## src/design/assert_macros.svh

```systemverilog
`ifndef ASSERT_MACROS_SVH
`define ASSERT_MACROS_SVH

`ifndef ASSERT_OFF

`define ASSERT_ALWAYS(name, clk, rst_n, cond) \
	name: assert property (@(posedge clk) disable iff (!rst_n) (cond)) \
		else $error("assertion failed");

`define ASSERT_IMPLIES(name, clk, rst_n, ante, cons) \
	name: assert property (@(posedge clk) disable iff (!rst_n) (ante) |-> (cons)) \
		else $error("assertion failed");

`define ASSERT_NEXT(name, clk, rst_n, ante, cons) \
	name: assert property (@(posedge clk) disable iff (!rst_n) (ante) |=> (cons)) \
		else $error("assertion failed");

`else

`define ASSERT_ALWAYS(name, clk, rst_n, cond)
`define ASSERT_IMPLIES(name, clk, rst_n, ante, cons)
`define ASSERT_NEXT(name, clk, rst_n, ante, cons)

`endif

`endif

```

## src/design/tsc_pkg.sv

```systemverilog
package tsc_pkg;

	localparam int POS_W = 16;
	localparam int MAX_RES = 3;
	localparam int FIFO_DEPTH = 4;
	localparam int PTR_W = $clog2(FIFO_DEPTH);
	localparam int CNT_W = $clog2(FIFO_DEPTH + 1);

	localparam logic [30:0] VALUE_MAX = 31'h7FFF_FFFF;
	localparam logic [15:0] LENGTH_MAX = 16'hFFFF;

	typedef enum logic [1:0] {
		MODE_IDLE   = 2'd0,
		MODE_NUMBER = 2'd1,
		MODE_IDENT  = 2'd2
	} mode_t;

	typedef enum logic [3:0] {
		KIND_NUMBER  = 4'd0,
		KIND_IDENT   = 4'd1,
		KIND_PLUS    = 4'd2,
		KIND_MINUS   = 4'd3,
		KIND_TIMES   = 4'd4,
		KIND_DIVIDE  = 4'd5,
		KIND_EQUALS  = 4'd6,
		KIND_NOT     = 4'd7,
		KIND_AND     = 4'd8,
		KIND_SEMI    = 4'd9,
		KIND_UNKNOWN = 4'd10,
		KIND_END     = 4'd11
	} kind_t;

	typedef struct packed {
		kind_t       kind;
		logic [30:0] value;
		logic [15:0] start;
		logic [15:0] length;
		logic        last;
	} tok_t;

	typedef struct packed {
		logic [1:0]               n;
		tok_t [MAX_RES-1:0]       tok;
	} tok_batch_t;

endpackage

```

## src/design/tsc_lexer.sv

```systemverilog
`include "assert_macros.svh"

module tsc_lexer (
	input  logic                  clk,
	input  logic                  arst_n,
	input  logic                  fire,
	input  logic [7:0]            text_byte,
	input  logic                  end_of_text,
	output tsc_pkg::tok_batch_t   batch
);

	tsc_pkg::mode_t                mode_q, mode_d;
	logic [30:0]                   value_q, value_d;
	logic [tsc_pkg::POS_W-1:0]     start_q, start_d;
	logic [15:0]                   len_q, len_d;
	logic [tsc_pkg::POS_W-1:0]     pos_q, pos_next;

	logic        is_digit, is_alpha, is_space;
	logic [3:0]  digit;
	logic [34:0] prod;
	logic [30:0] value_grown;
	logic [15:0] len_grown;
	tsc_pkg::mode_t mode_eff;

	function automatic tsc_pkg::kind_t symbol_kind(input logic [7:0] c);
		tsc_pkg::kind_t k;
		unique case (c)
			8'h2B:   k = tsc_pkg::KIND_PLUS;
			8'h2D:   k = tsc_pkg::KIND_MINUS;
			8'h2A:   k = tsc_pkg::KIND_TIMES;
			8'h2F:   k = tsc_pkg::KIND_DIVIDE;
			8'h3D:   k = tsc_pkg::KIND_EQUALS;
			8'h21:   k = tsc_pkg::KIND_NOT;
			8'h26:   k = tsc_pkg::KIND_AND;
			8'h3B:   k = tsc_pkg::KIND_SEMI;
			default: k = tsc_pkg::KIND_UNKNOWN;
		endcase
		return k;
	endfunction

	function automatic tsc_pkg::tok_t make_tok(input tsc_pkg::kind_t kind,
			input logic [30:0] value, input logic [tsc_pkg::POS_W-1:0] start,
			input logic [15:0] length);
		tsc_pkg::tok_t t;
		t.kind   = kind;
		t.value  = value;
		t.start  = 16'(start);
		t.length = length;
		t.last   = 1'b0;
		return t;
	endfunction

	assign is_digit = (text_byte >= 8'h30) && (text_byte <= 8'h39);
	assign is_alpha = ((text_byte >= 8'h41) && (text_byte <= 8'h5A)) ||
		((text_byte >= 8'h61) && (text_byte <= 8'h7A));
	assign is_space = (text_byte == 8'h20) || ((text_byte >= 8'h09) && (text_byte <= 8'h0D));
	assign digit    = text_byte[3:0];

	assign prod = ({4'b0, value_q} << 3) + ({4'b0, value_q} << 1) + 35'(digit);
	assign value_grown = (prod > 35'(tsc_pkg::VALUE_MAX)) ? tsc_pkg::VALUE_MAX : prod[30:0];
	assign len_grown = (len_q == tsc_pkg::LENGTH_MAX) ? len_q : len_q + 16'd1;
	assign pos_next = pos_q + tsc_pkg::POS_W'(1);

	always_comb begin
		unique case (mode_q)
			tsc_pkg::MODE_NUMBER: mode_eff = tsc_pkg::MODE_NUMBER;
			tsc_pkg::MODE_IDENT:  mode_eff = tsc_pkg::MODE_IDENT;
			default:              mode_eff = tsc_pkg::MODE_IDLE;
		endcase
	end

	// update pending token and collect up to three results in order
	always_comb begin
		logic [1:0] k;
		k = 2'd0;
		batch = '0;
		mode_d = mode_eff;
		value_d = value_q;
		start_d = start_q;
		len_d = len_q;
		if (is_digit && mode_eff == tsc_pkg::MODE_NUMBER) begin
			value_d = value_grown;
			len_d = len_grown;
		end else if ((is_digit || is_alpha) && mode_eff == tsc_pkg::MODE_IDENT) begin
			len_d = len_grown;
		end else begin
			if (mode_eff == tsc_pkg::MODE_NUMBER) begin
				batch.tok[k] = make_tok(tsc_pkg::KIND_NUMBER, value_q, start_q, len_q);
				k = k + 2'd1;
			end else if (mode_eff == tsc_pkg::MODE_IDENT) begin
				batch.tok[k] = make_tok(tsc_pkg::KIND_IDENT, '0, start_q, len_q);
				k = k + 2'd1;
			end
			mode_d = tsc_pkg::MODE_IDLE;
			value_d = '0;
			start_d = '0;
			len_d = '0;
			if (is_digit) begin
				mode_d = tsc_pkg::MODE_NUMBER;
				value_d = 31'(digit);
				start_d = pos_q;
				len_d = 16'd1;
			end else if (is_alpha) begin
				mode_d = tsc_pkg::MODE_IDENT;
				start_d = pos_q;
				len_d = 16'd1;
			end else if (!is_space) begin
				batch.tok[k] = make_tok(symbol_kind(text_byte), '0, pos_q, 16'd1);
				k = k + 2'd1;
			end
		end
		if (end_of_text) begin
			if (mode_d == tsc_pkg::MODE_NUMBER) begin
				batch.tok[k] = make_tok(tsc_pkg::KIND_NUMBER, value_d, start_d, len_d);
				k = k + 2'd1;
			end else if (mode_d == tsc_pkg::MODE_IDENT) begin
				batch.tok[k] = make_tok(tsc_pkg::KIND_IDENT, '0, start_d, len_d);
				k = k + 2'd1;
			end
			batch.tok[k] = make_tok(tsc_pkg::KIND_END, '0, pos_next, 16'd0);
			k = k + 2'd1;
		end
		if (k != 2'd0) begin
			batch.tok[k - 2'd1].last = 1'b1;
		end
		batch.n = k;
	end

	always_ff @(posedge clk or negedge arst_n) begin
		if (!arst_n) begin
			mode_q  <= tsc_pkg::MODE_IDLE;
			value_q <= '0;
			start_q <= '0;
			len_q   <= '0;
			pos_q   <= '0;
		end else if (fire) begin
			if (end_of_text) begin
				mode_q  <= tsc_pkg::MODE_IDLE;
				value_q <= '0;
				start_q <= '0;
				len_q   <= '0;
				pos_q   <= '0;
			end else begin
				mode_q  <= mode_d;
				value_q <= value_d;
				start_q <= start_d;
				len_q   <= len_d;
				pos_q   <= pos_next;
			end
		end
	end

	`ASSERT_IMPLIES(a_end_emits, clk, arst_n, fire && end_of_text, batch.n != 2'd0)
	`ASSERT_IMPLIES(a_end_is_last, clk, arst_n, fire && end_of_text, batch.tok[batch.n - 2'd1].kind == tsc_pkg::KIND_END)
	`ASSERT_NEXT(a_restart, clk, arst_n, fire && end_of_text, pos_q == '0 && mode_q == tsc_pkg::MODE_IDLE)
	`ASSERT_ALWAYS(a_idle_len, clk, arst_n, mode_q != tsc_pkg::MODE_IDLE || len_q == '0)

endmodule

```

## src/design/tsc_out_fifo.sv

```systemverilog
`include "assert_macros.svh"

module tsc_out_fifo (
	input  logic                        clk,
	input  logic                        arst_n,
	input  logic                        push,
	input  tsc_pkg::tok_batch_t         batch,
	input  logic                        pop,
	output logic [tsc_pkg::CNT_W-1:0]   space,
	output logic                        out_valid,
	output tsc_pkg::tok_t               out_tok
);

	tsc_pkg::tok_t                  mem_q [tsc_pkg::FIFO_DEPTH];
	logic [tsc_pkg::PTR_W-1:0]      head_q, tail_q;
	logic [tsc_pkg::CNT_W-1:0]      count_q;
	logic [1:0]                     push_n;
	logic                           do_pop;

	assign do_pop    = pop && (count_q != '0);
	assign push_n    = push ? batch.n : 2'd0;
	assign space     = tsc_pkg::CNT_W'(tsc_pkg::FIFO_DEPTH) - count_q + tsc_pkg::CNT_W'(do_pop);
	assign out_valid = (count_q != '0);
	assign out_tok   = mem_q[head_q];

	always_ff @(posedge clk) begin
		for (int i = 0; i < tsc_pkg::MAX_RES; i++) begin
			if (2'(i) < push_n) begin
				mem_q[tail_q + tsc_pkg::PTR_W'(i)] <= batch.tok[i];
			end
		end
	end

	always_ff @(posedge clk or negedge arst_n) begin
		if (!arst_n) begin
			head_q  <= '0;
			tail_q  <= '0;
			count_q <= '0;
		end else begin
			tail_q  <= tail_q + tsc_pkg::PTR_W'(push_n);
			head_q  <= head_q + tsc_pkg::PTR_W'(do_pop);
			count_q <= count_q + tsc_pkg::CNT_W'(push_n) - tsc_pkg::CNT_W'(do_pop);
		end
	end

	`ASSERT_ALWAYS(a_count_max, clk, arst_n, count_q <= tsc_pkg::CNT_W'(tsc_pkg::FIFO_DEPTH))
	`ASSERT_IMPLIES(a_no_overflow, clk, arst_n, push, tsc_pkg::CNT_W'(batch.n) <= space)
	`ASSERT_NEXT(a_pop_moves, clk, arst_n, do_pop && push_n == 2'd0, count_q == $past(count_q) - 1'b1)

endmodule

```

## src/design/token_scanner.sv

```systemverilog
// token_scanner: byte-stream lexer.
// Input channel text_*: one source byte per request (text_byte) with
// end_of_text marking the final byte of a text. Output channel token_*:
// one token per request; last_of_run flags the final token caused by a
// given byte. A byte yields zero to three tokens (pending flush, symbol,
// end token).
// Path: an accepted byte is held in the input register, then the lexer
// writes its tokens into a 4-entry output queue that feeds the output.
// Throughput: one byte per cycle while each byte makes at most one token
// and the receiver takes tokens; the tokens of a byte that makes more
// leave one at a time through the single output port of the queue.
// A held byte advances only when the queue has room for all of its
// tokens, so a stalled receiver backs up into text_ready without loss.
// Reset clears the scanner to idle at offset 0 and empties the queue.
// After an end_of_text byte the scanner restarts at offset 0.
module token_scanner (
	input  logic        clk,
	input  logic        arst_n,
	input  logic        text_valid,
	output logic        text_ready,
	input  logic [7:0]  text_byte,
	input  logic        end_of_text,
	output logic        token_valid,
	input  logic        token_ready,
	output logic [3:0]  token_kind,
	output logic [30:0] number_value,
	output logic [15:0] token_start,
	output logic [15:0] token_length,
	output logic        last_of_run
);

	logic                          valid_s1;
	logic [7:0]                    byte_s1;
	logic                          last_s1;
	logic                          fire_s1;
	logic [tsc_pkg::CNT_W-1:0]     space;
	tsc_pkg::tok_batch_t           batch;
	tsc_pkg::tok_t                 head_tok;

	assign fire_s1    = valid_s1 && (tsc_pkg::CNT_W'(batch.n) <= space);
	assign text_ready = !valid_s1 || fire_s1;

	always_ff @(posedge clk or negedge arst_n) begin
		if (!arst_n) begin
			valid_s1 <= 1'b0;
		end else if (text_ready) begin
			valid_s1 <= text_valid;
		end
	end

	always_ff @(posedge clk) begin
		if (text_ready && text_valid) begin
			byte_s1 <= text_byte;
			last_s1 <= end_of_text;
		end
	end

	tsc_lexer u_lexer (
		.clk         (clk),
		.arst_n      (arst_n),
		.fire        (fire_s1),
		.text_byte   (byte_s1),
		.end_of_text (last_s1),
		.batch       (batch)
	);

	tsc_out_fifo u_fifo (
		.clk       (clk),
		.arst_n    (arst_n),
		.push      (fire_s1),
		.batch     (batch),
		.pop       (token_ready),
		.space     (space),
		.out_valid (token_valid),
		.out_tok   (head_tok)
	);

	assign token_kind   = head_tok.kind;
	assign number_value = head_tok.value;
	assign token_start  = head_tok.start;
	assign token_length = head_tok.length;
	assign last_of_run  = head_tok.last;

endmodule

```

## config.mk

```make
export PLATFORM = sky130hd
export DESIGN_NAME = token_scanner
export DESIGN_NICKNAME = d
export VERILOG_FILES = /design/src/design/tsc_pkg.sv /design/src/design/tsc_lexer.sv /design/src/design/tsc_out_fifo.sv /design/src/design/token_scanner.sv
export VERILOG_INCLUDE_DIRS = /design/src /design/src/design
export SDC_FILE = /design/constraint.sdc
export NUM_CORES = 1
export LEC_CHECK = 0
export BUFFER_PORTS_ARGS = -buffer_cell sky130_fd_sc_hd__buf_4
export CAP_MARGIN = 20
export CORE_UTILIZATION = 55
export CTS_CLUSTER_DIAMETER = 100
export DETAILED_ROUTE_END_ITERATION = 12
export MAX_ROUTING_LAYER = met4
export PLACE_DENSITY = 0.79
export SKIP_CTS_REPAIR_TIMING = 1
export SYNTH_ARGS = -nofsm -noshare
export SYNTH_HDL_FRONTEND = slang
export SYNTH_SLANG_ARGS = --single-unit
```

## constraint.sdc

```tcl
create_clock -name clk -period 14 [get_ports clk]
set_clock_uncertainty 0.05 [all_clocks]
set_input_delay 1.4 -clock clk [delete_from_list [all_inputs] [get_ports clk]]
set_output_delay 1.4 -clock clk [all_outputs]
set_load 0.1 [all_outputs]
```

==> metrics.yaml <==
outcome:
  status: "complete, no violations"
logic_synthesis:
  yosys.area.top_type: "edfxtp_1"
  synth_mux_area_share_pct: 6.81
  synth_fp_nets: 2312
  avgSynthCellArea_um2: 10.5
  synth_cell_type_count: 97
  synth_top_family_by_area: "compound AO/OA/AOI/OAI gates"
  seq_area_frac_synth_pct: 45.8
  synth_top_area_share_pct: 36.2
  ys_top_cells_by_area: "edfxtp_1, dfrtp_1, mux4_2, ha_1, o22ai_1"
  syn-cell-area_um2: 23300
  synth-compound-area-share_pct: 24.5
  synth_warnings: 0
  synthSimpleGateAreaFrac_pct: 11.8
  ys_dominant_reg_cell: "edfxtp_1"
  synth_adder_area_share_pct: 4.75
  syn-instance-count: 2214
  synth-edff-count: 281
  synth_xor_area_share_pct: 2.34
  yosysMostFrequentCell: "edfxtp_1"
  ys_ff_latch: 370
  synthTopCellsByCount: "edfxtp_1, nand2_1, o22ai_1"
  synthArstFlopShare_pct: 24.1
worst_setup_path:
  worst_ep_required_time_ps: 14280
  cp_slowest_stage_delay_ps: 770
  reg2reg_setup_slack_ps: 5730
  start_kind: "register"
  cpMaxStageDelayCell: "and3_1"
  worstPathArrival_ps: 8550
  critical-path-top-delay-family: "simple AND/OR/NAND/NOR gates"
  cp.buffers_inverters: 3
  path_common_cell: "ha_1"
  cp_max_fo: 42
  worstSetupPathType: "register to register"
  end_kind: "register"
  path_cells: "or4b_1 -> a21oi_1 -> o21ai_1 -> ha_1 -> o211ai_1 -> o31ai_1 -> a221oi_2 -> ha_1 -> o21ai_0 -> inv_1 -> ha_1 -> mux2_4 -> inv_1 -> ha_1 -> nor2b_1 -> o21ai_0 -> and2_1 -> and3_1 -> nand2_1 -> nand2_2 -> buf_4 -> nor2_1 -> a221o_1"
timing:
  worstMarginPinSlew_ps: 1140
  relSlewSlack_pct: 23.7
  final.setup.worst_slack_ps: 5730
  slew_viol_final: 0
  post-route-period-util_pct: 59.1
  fin_tns_setup_ps: 0
  fmax_mhz: 121
  hold_viol_final: 0
  setup_viol: 0
  rsz0062_at_grt: "false"
  period_needed_ps: 8270
hold_path:
  hold_class: "register to register"
die:
  core-area_um2: 41900
  initial_core_util_pct: 55.7
  die_w_um: 208
  die-area_um2: 43200
  pin_count: 83
  die_h_um: 208
  row_count: 75
clocking:
  clkSlewWorstSetupHoldPaths_ps: 60
  cts_inserted_buffers: 40
  clock-sinks: 370
  tritoncts: "done"
  clockBufferDepth: 3
  insertion_delay_ps: 570
  htreeDepth: 2
  cts-root-buf: "clkbuf_16"
global_route:
  globalRouteMet2Util_pct: 47.7
  grt_pass1_vias: 18945
  use_met3_pct: 13.6
  grt_max_degree: 69
  grt.total_usage_pct: 35.9
  antenna_found_initial: 0
  grt_pass1_wl_mm: 116
  met1_usage_pct: 51.0
  grt-busiest-layer: "met1"
  grt-ovfl-total: 0
place:
  post-place-ws_ps: 5920
  dp_hpwl_mm: 51.0
  gp_congestion: 0.992
  port_buffers: 82
drt:
  drt-initial-drc-count: 3102
  drtPass1Iterations: 6
  vias: 20222
  via_per_inst: 7.35
  remaining_drc_errors: 0
  ant_nets: 0
  routedWlPerCell_um: 27.8
  routed_wl_mm: 76.4
final_layout:
  diodes: 0
  fin_nets: 2280
  syn_to_final_growth_pct: 9.30
  drive_gt1_share_pct: 14.4
  n_fill_cell: 3303
  post-route-util_pct: 60.9
job:
  maxCapViolations: 0
[worst paths after layout]
check | startpoint | to | depth (start not counted)
max in group asynchronous | arst_n | u_lexer.len_q[3] | 2
min in group asynchronous | arst_n | u_lexer.value_q[8] | 1
hold / removal | u_fifo.head_q[1] | u_fifo.head_q[1] | 1
setup reg to reg | byte_s1[2] | u_fifo.mem_q[3][31] | 23
setup / recovery | byte_s1[2] | u_fifo.mem_q[3][31] | 23
hold reg to reg | u_fifo.head_q[1] | u_fifo.head_q[1] | 1
[routing by layer]
metal / part of all wire [%] / vias up / wire [um]
met4: 2.4 / 0 / 1840
met2: 41 / 1651 / 31500
met3: 17 / 180 / 13100
li1: - / 8676 / -
met1: 39 / 9715 / 29900
met5: 0 / - / 0
[per-stage QoR]
step,area (um^2),std cells,hold WS (ps)
CTS,25400,2751,410
floorplan,23300,2214,414
global placement,24100,2677,397
global route,25500,2753,426
finish,25500,2753,406
detailed placement,24100,2677,399
[state kept, by name (all words and copies together) (netlist names)]
signal / count
u_lexer.start_q: 16
u_lexer.mode_q: 2
u_lexer.pos_q: 16
byte_s1: 8
last_s1: 1
u_lexer.len_q: 16
u_fifo.mem_q: 272
u_fifo.tail_q: 2
u_fifo.count_q: 3
valid_s1: 1
u_lexer.value_q: 31
u_fifo.head_q: 2
[final cells by class]
class / count / area [um^2] / area share [%]
multi-input combinational: 1617 / 11800 / 46.2
sequential: 370 / 10700 / 41.9
tap: 539 / 674 / 2.65
inverter: 38 / 143 / 0.560
clock inverter: 26 / 287 / 1.12
timing repair buffer: 115 / 891 / 3.50
clock buffer: 48 / 1030 / 4.05
[worst reg2reg max path: stages (launching register included)]
cell and delay (ps):
edfxtp_1 610, or4b_1 600, a21oi_1 130, o21ai_1 150
ha_1 380, o211ai_1 100, o31ai_1 100, a221oi_2 320
ha_1 290, o21ai_0 260, inv_1 110, ha_1 300
mux2_4 360, inv_1 230, ha_1 290, nor2b_1 130
o21ai_0 420, and2_1 700, and3_1 780, nand2_1 360
nand2_2 410, buf_4 550, nor2_1 130, a221o_1 290
[logic make-up (layout without fill, tap and decap cells)]
group           count (synthesis)  after routing
compound gates                830            830
xor+xnor                       60             60
fa+ha+maj                      87             87
buf+inv                       227            227
flops                         370            370
mux                            73             73
simple gates                  567            567
[layout by cell type, fill, tap and decap left out, types with 28 or more instances in the layout]
cell,count
edfxtp_1,281
nand2_1,228
o22ai_1,157
o21ai_0,146
nor2_1,119
a21oi_1,118
buf_4,113
dfrtp_1,87
ha_1,82
mux4_2,68
a22o_1,61
a21o_1,42
a22oi_1,41
clkbuf_16,40
nand3_1,37
a221o_1,37
inv_1,36
nor3_1,31
xnor2_1,31
xor2_1,28
o221ai_1,28
Power is left out: the tool's default activity adds up to more than one toggle a clock period on the data nets, which glitch-free logic cannot reach.
